--- src/hw/rtl/nearest_unused_point_match_core_assert.svh ---
// Assertion macros for the nearest unused point match core.
`ifndef NEAREST_UNUSED_POINT_MATCH_CORE_ASSERT_SVH
`define NEAREST_UNUSED_POINT_MATCH_CORE_ASSERT_SVH

// Assert that a condition implies a consequence in the same cycle.
`define NUPM_ASSERT_IMPL(lbl, ante, cons, msg) \
  lbl: assert property (@(posedge clk) disable iff (!rst_n) (ante) |-> (cons)) else $error(msg);

// Assert that a condition implies a consequence in the next cycle.
`define NUPM_ASSERT_NEXT(lbl, ante, cons, msg) \
  lbl: assert property (@(posedge clk) disable iff (!rst_n) (ante) |=> (cons)) else $error(msg);

`endif

--- src/hw/rtl/nupm_pkg.sv ---
// Package: types and constants for the nearest unused point match core.
`default_nettype none
package nupm_pkg;
  localparam int TableDepth = 1024;
  localparam int CoordBits  = 24;
  localparam int IdxBits    = $clog2(TableDepth);
  localparam int CntBits    = IdxBits + 1;
  localparam int SqBits     = 2 * (CoordBits + 1);
  localparam int DistBits   = SqBits + 2;

  localparam logic [1:0] CMD_CLEAR  = 2'd0;
  localparam logic [1:0] CMD_APPEND = 2'd1;
  localparam logic [1:0] CMD_MATCH  = 2'd2;

  localparam logic [1:0] ST_OK      = 2'd0;
  localparam logic [1:0] ST_FULL    = 2'd1;
  localparam logic [1:0] ST_NOMATCH = 2'd2;

  typedef logic signed [CoordBits-1:0] coord_t;
  typedef logic [IdxBits-1:0] idx_t;
  typedef logic [CntBits-1:0] cnt_t;
  typedef logic [DistBits-1:0] dist_t;

  typedef struct packed {
    coord_t x;
    coord_t y;
    coord_t z;
  } point_t;

  typedef enum logic [2:0] {
    S_IDLE, S_SCAN, S_DRAIN, S_MARK, S_OUT
  } state_t;

  // memory write command from controller
  typedef struct packed {
    logic   pt_we;
    logic   mk_we;
    logic   mk_val;
    idx_t   wr_addr;
    point_t pt;
  } mem_wr_t;
endpackage
`default_nettype wire

--- src/hw/rtl/nupm_dist.sv ---
// Squared distance pipeline: difference, square, sum over three axes.
`default_nettype none
module nupm_dist (
  input  wire logic              clk,
  input  wire logic              in_vld,
  input  wire nupm_pkg::idx_t    in_idx,
  input  wire logic              in_used,
  input  wire nupm_pkg::point_t  qp,
  input  wire nupm_pkg::point_t  ep,
  output logic                   out_vld,
  output nupm_pkg::idx_t         out_idx,
  output nupm_pkg::dist_t        out_dist
);
  import nupm_pkg::*;

  logic signed [CoordBits:0] dx_r, dy_r, dz_r;
  logic [SqBits-1:0] sx_r, sy_r, sz_r;
  logic v1_r, v2_r;
  idx_t i1_r, i2_r;

  // stage 1: differences
  always_ff @(posedge clk) begin
    v1_r <= in_vld && !in_used;
    i1_r <= in_idx;
    dx_r <= {qp.x[CoordBits-1], qp.x} - {ep.x[CoordBits-1], ep.x};
    dy_r <= {qp.y[CoordBits-1], qp.y} - {ep.y[CoordBits-1], ep.y};
    dz_r <= {qp.z[CoordBits-1], qp.z} - {ep.z[CoordBits-1], ep.z};
  end

  // stage 2: squares, operands sign-extended to the full product width
  always_ff @(posedge clk) begin
    v2_r <= v1_r;
    i2_r <= i1_r;
    sx_r <= $unsigned(SqBits'(dx_r) * SqBits'(dx_r));
    sy_r <= $unsigned(SqBits'(dy_r) * SqBits'(dy_r));
    sz_r <= $unsigned(SqBits'(dz_r) * SqBits'(dz_r));
  end

  // stage 3: sum
  always_ff @(posedge clk) begin
    out_vld  <= v2_r;
    out_idx  <= i2_r;
    out_dist <= DistBits'(sx_r) + DistBits'(sy_r) + DistBits'(sz_r);
  end
endmodule
`default_nettype wire

--- config.mk ---
export PLATFORM = sky130hd
export DESIGN_NAME = nupm_dist
export DESIGN_NICKNAME = d
export VERILOG_FILES = /design/src/hw/rtl/nearest_unused_point_match_core_assert.svh /design/src/hw/rtl/nupm_pkg.sv /design/src/hw/rtl/nupm_dist.sv
export SDC_FILE = /design/constraint.sdc
export NUM_CORES = 2
export LEC_CHECK = 0
export BUFFER_PORTS_ARGS = -buffer_cell sky130_fd_sc_hd__buf_2
export CAP_MARGIN = 30
export CORE_MARGIN = 8
export CORE_UTILIZATION = 46
export CTS_CLUSTER_DIAMETER = 150
export DETAILED_ROUTE_END_ITERATION = 10
export PLACE_DENSITY = 0.59
export SYNTH_ARGS = -nofsm -noshare
export SYNTH_HDL_FRONTEND = slang
export SYNTH_SLANG_ARGS = --single-unit
--- constraint.sdc ---
create_clock -name clk -period 12.6 [get_ports clk]
set_input_delay 2.52 -clock clk [delete_from_list [all_inputs] [get_ports clk]]
set_output_delay 2.52 -clock clk [all_outputs]
set_load 0.02 [all_outputs]
## Yosys cells after proc, flatten, opt, wreduce, memory -nomap -nowiden

Cells that the tools add are included.

- Register bits: 310
- Bits of input ports: 157
- Output and inout port bits: 63
- Logic and storage cells: 23

- Add/sub/neg operators: 5
- Multipliers: 3
- Reduce and logical (&&, ||, !) cells: 2

Operators with widths:

| operator | number |
|---|---|
| multiplier 25 x 25 -> 50 bit | 3 |
| subtractor 24 x 24 -> 25 bit | 3 |
| adder 51 x 50 -> 52 bit | 1 |
| adder 50 x 50 -> 51 bit | 1 |
| logical AND 1 bit | 1 |
| zero test 1 bit | 1 |

## Logic depth before layout (Yosys ltp)

- Word-level depth: 2
- Gate-level depth with buffers: 29
- Depth with buffers taken out: 28

## Least setup slack after synthesis

No wires, ideal clock.

- Path type: reg-to-reg
- Start: reg dz_r[24]
- End: reg sz_r[47]
- Library setup time: 106 ps
- Arrival time: 7023 ps
- Required time: 12494 ps
- Slack: 5471 ps
- Stages on the path, launching flop included: 26
- Buffers on the path: 3
- Period minus slack after synthesis: 7129 ps
- Cells stage by stage: dfxtp_1 clkbuf_1 clkbuf_1 nand2_1 inv_1 fa_1 fa_1 inv_1 fa_1 inv_1 fa_1 fa_1 fa_1 fa_1 ha_1 clkbuf_1 a21o_1 a21oi_1 nor2b_1 o21ai_0 nand2_1 a21oi_1 inv_1 a31oi_1 nor2_1 o311ai_0

- Longest elaborated chain between the ends: 1

Ends and longest elaborated chain:

| what | RTL line | source |
|---|---|---|
| start, declared | nupm_dist.sv:16 | `logic signed [CoordBits:0] dx_r, dy_r, dz_r;` |
| start signal, assigned | nupm_dist.sv:27 | `dz_r <= {qp.z[CoordBits-1], qp.z} - {ep.z[CoordBits-1], ep.z};` |
| multiplier 25 x 25 -> 50 bit | nupm_dist.sv:36 | `sz_r <= $unsigned(SqBits'(dz_r) * SqBits'(dz_r));` |
| end signal, assigned | nupm_dist.sv:36 |  |
| end, declared | nupm_dist.sv:17 | `logic [SqBits-1:0] sx_r, sy_r, sz_r;` |

No other way between the ends.

## Worst setup path in the final report

- Start: reg dy_r[3]
- End: reg sy_r[47]

- Longest elaborated chain between the ends: 1

Ends and longest elaborated chain:

| what | RTL line | source |
|---|---|---|
| start, declared | nupm_dist.sv:16 |  |
| start signal, assigned | nupm_dist.sv:26 | `dy_r <= {qp.y[CoordBits-1], qp.y} - {ep.y[CoordBits-1], ep.y};` |
| multiplier 25 x 25 -> 50 bit | nupm_dist.sv:35 | `sy_r <= $unsigned(SqBits'(dy_r) * SqBits'(dy_r));` |
| end signal, assigned | nupm_dist.sv:35 |  |
| end, declared | nupm_dist.sv:17 |  |

No other way between the ends.

==> metrics.log <==
INFO  metric status = finished, final reports clean
INFO  metric synth_cell_type_count = 84
INFO  metric final_common_cell = inv_1
INFO  metric yosysSeqAreaShare = 0.0820
INFO  metric worst-endpoint-arrival = approximately 8.8 ns
INFO  metric timing.reg2reg.setup_slack = roughly 4.4 ns
INFO  metric die_w = around 420 um
INFO  metric cts_buffer_depth = 3
INFO  metric syn-mean-instance-area = between 9 and 10 sq um
INFO  metric synth.ff_latch_count = roughly 310
INFO  metric insertion_delay_to_the_later_sink_of_the_worst_skew_pair = 0.68 ns
INFO  metric drt_drc_violations_left = 0
INFO  metric number_of_antenna_violations_at_the_first_check_in_global_routing = 5
INFO  metric synth_largest_area_cell = fa_1
INFO  metric finClkSkew = just under 0.07 ns
INFO  metric synth.area.top_cells = fa_1 (50%), inv_1 (11%), ha_1 (9.6%), dfxtp_1 (8.2%), nand2_1 (3.3%)
INFO  metric clock_net_sink_count = between 300 and 400
INFO  metric ioPinCount = between 200 and 250
INFO  metric most_used_cells_in_the_layout_excluding_fill_and_tap_cells = inv_1 (2244), fa_1 (1875), nand2_1 (667)
INFO  metric die-area = about 180000 sq um
INFO  metric worst_setup_path_start_kind = flop
INFO  metric max-cap-violations = 0
INFO  metric grtUsageTotal = 0.216
INFO  metric flow.area_growth_from_synthesis = 7.00%
INFO  metric dp.final_hpwl = 153000 um
INFO  metric max_slew_margin = 0.328
INFO  metric rsz0062_at_grt = no
INFO  metric place.port_buffers = between 200 and 250
INFO  metric clkTransAtPathRegs = 0.06 ns
INFO  metric totalNegativeSetupSlack = 0 ns
INFO  metric fillerInstances = between 15000 and 20000
INFO  metric clock_tree.root_cell = clkbuf_16
INFO  metric core_area = approximately 160000 sq um
INFO  metric grt_overflow_total = 0
INFO  metric dr.first_iter.drc_count = around 2500
INFO  metric fin_max_slew_vios = 0
INFO  metric grt_pass1_vias = 57000
INFO  metric worstSetupEndpointType = flop
INFO  metric dominantRegCellSynth = dfxtp_1
INFO  metric post_cts_hold_buffer_count = 0
INFO  metric final_layout_size_suffix_gt1_frac = 0.0508
INFO  metric post_synth_inst_count = ~7800
INFO  metric h-tree-depth = 2
INFO  metric tritoncts = done
INFO  metric tritoncts.num_buffers = 44
INFO  metric tightest_slew = a little over 1 ns
INFO  metric drt_pre_antenna_iters = 5
INFO  metric number_of_nets_with_antenna_violations_after_detailed_routing = 0
INFO  metric fin_crit_sh = 0.652
INFO  metric cts_resized = 0
INFO  metric route.vias.total = 50400
INFO  metric async_reset_ff_frac = 0
INFO  metric vias_per_cell = a little under 5
INFO  metric layout.area.seq = between 6000 and 7000 sq um
INFO  metric path_max_fanout = 14
INFO  metric timing_worst_setup_path_type = flop to flop
INFO  metric die_height = about 420 um
INFO  metric syn_area = approximately 75000 sq um
INFO  metric rows = 148
INFO  metric synth_top_area_share = 0.501
INFO  metric initial_core_utilization = 0.462
INFO  metric layout_min_cycle_time = a little over 8 ns
INFO  metric number_of_synthesized_flops_with_an_enable_pin = 0
INFO  metric drt_wl_total = ~180000 um
INFO  metric crit_required = 13.16 ns
INFO  metric post-cts-setup-buffer-count = 0
INFO  metric detail_route.wl_per_cell = 18.1 um
INFO  metric largest_net_degree_at_the_start_of_global_routing = 52
INFO  metric num-nets-final = 10500
INFO  metric yosys_warnings = 0
INFO  metric gp_congestion = 0.889
INFO  metric maxClockFrequency = roughly 120 MHz
INFO  metric multi_input_comb_area = 59600 sq um
INFO  metric hold_path.class = flop to flop
INFO  metric grt_first_pass_wirelength = 303000 um
INFO  metric setup_viol = 0
INFO  metric final_hold_viol_count = 0
routing by layer:
metal  up-vias  track usage  wire [um]
met5         -            0         13
met4         2       0.0590       5510
met3       269       0.0267       8530
met2      1114        0.378      90900
met1     25900        0.285      78200
li1      23200            -          -
flip-flops by register name, summed over array words and instances, names as in the netlist:
| name | flops |
|---|---|
| dx_r | 25 |
| dy_r | 25 |
| dz_r | 25 |
| i1_r | 10 |
| i2_r | 10 |
| out_dist | 52 |
| out_idx | 10 |
| out_vld | 1 |
| sx_r | 49 |
| sy_r | 49 |
| sz_r | 49 |
| v1_r | 1 |
| v2_r | 1 |
worst paths after layout:
path              cells past startpoint         end  startpoint
setup / recovery                     25    sy_r[47]     dy_r[3]
hold / removal                        0  out_idx[3]     i2_r[3]
hold reg to reg                       0  out_idx[3]     i2_r[3]
setup reg to reg                     25    sy_r[47]     dy_r[3]
synth_stat cells (all sizes together), types with 4 or more instances:
| cell type | n |
|---|---|
| nand2b | 54 |
| nand4 | 27 |
| and2 | 377 |
| o311ai | 10 |
| nor3 | 48 |
| dfxtp | 307 |
| o41ai | 4 |
| nor2 | 201 |
| o21a | 30 |
| o221ai | 5 |
| a211oi | 20 |
| nand2 | 667 |
| nand3 | 43 |
| nor4 | 5 |
| mux2i | 7 |
| o31ai | 7 |
| a311oi | 5 |
| inv | 2244 |
| a21o | 124 |
| xnor2 | 194 |
| and4 | 10 |
| a31oi | 28 |
| xor2 | 90 |
| nor2b | 88 |
| fa | 1875 |
| ha | 575 |
| o2111ai | 8 |
| o21ai | 131 |
| a221oi | 8 |
| a2111oi | 4 |
| nand3b | 11 |
| or3 | 11 |
| o21bai | 30 |
| o211ai | 18 |
| clkbuf | 196 |
| a211o | 8 |
| or2 | 15 |
| a21boi | 12 |
| a31o | 4 |
| and3 | 29 |
| a21oi | 216 |
per-stage QoR:
| step | setup WS [ns] | instance area, sq um | std cells | hold WS (ns) | utilization |
|---|---|---|---|---|---|
| CTS | 4.37 | 80100 | 10100 | 0.323 | 0.494 |
| floorplan | 5.47 | 74900 | 7793 | 0.310 | - |
| detailed placement | 4.39 | 78600 | 10100 | 0.312 | 0.485 |
| global placement | 4.38 | 78500 | 10100 | 0.310 | 0.484 |
| global route | 3.94 | 80200 | 10100 | 0.330 | 0.494 |
| finish | 4.38 | 80200 | 10100 | 0.321 | 0.494 |
kinds of logic (layout without fill, tap and decap cells):
logic type	after synthesis	count (layout)	share of synthesized area
AO/OA/AOI/OAI	698	698	0.0601
XOR/XNOR	284	284	0.0332
adder cells (fa/ha/maj)	2450	2450	0.597
buffers and inverters	2444	2616	0.122
flip-flops	307	307	0.0820
multiplexers	10	10	0.00139
other	1	5	0.0000500
AND/OR/NAND/NOR	1597	1597	0.104
final cells by class:
type	count	area share
well taps	2175	0.0339
diodes	2	0.0000624
repair buffers	294	0.0214
flip-flops and latches	307	0.0767
clock buffers	53	0.0148
inverters	2245	0.105
clock inverters	24	0.00445
multi-input cells	5042	0.744
worst max-delay path, stage by stage (launching register included):
cell and delay [ns]:
dfxtp_1 0.83, buf_4 0.34, inv_1 0.15, nor2_1 0.22, fa_1 0.46, fa_1 0.53, fa_1 0.54, inv_1 0.05
fa_1 0.50, inv_1 0.06, fa_1 0.49, fa_1 0.49, inv_1 0.05, fa_1 0.47, inv_1 0.04, ha_1 0.42
and3_1 0.26, and4_1 0.28, nand4_1 0.10, a21oi_1 0.35, o21ai_1 0.26, a31oi_1 0.37, o21ai_1 0.21, or2_1 0.30
o21ai_1 0.18, xor2_1 0.17
Power is not shown: default switching activity piles up to over one toggle a cycle in this logic, so the estimate is an artifact.
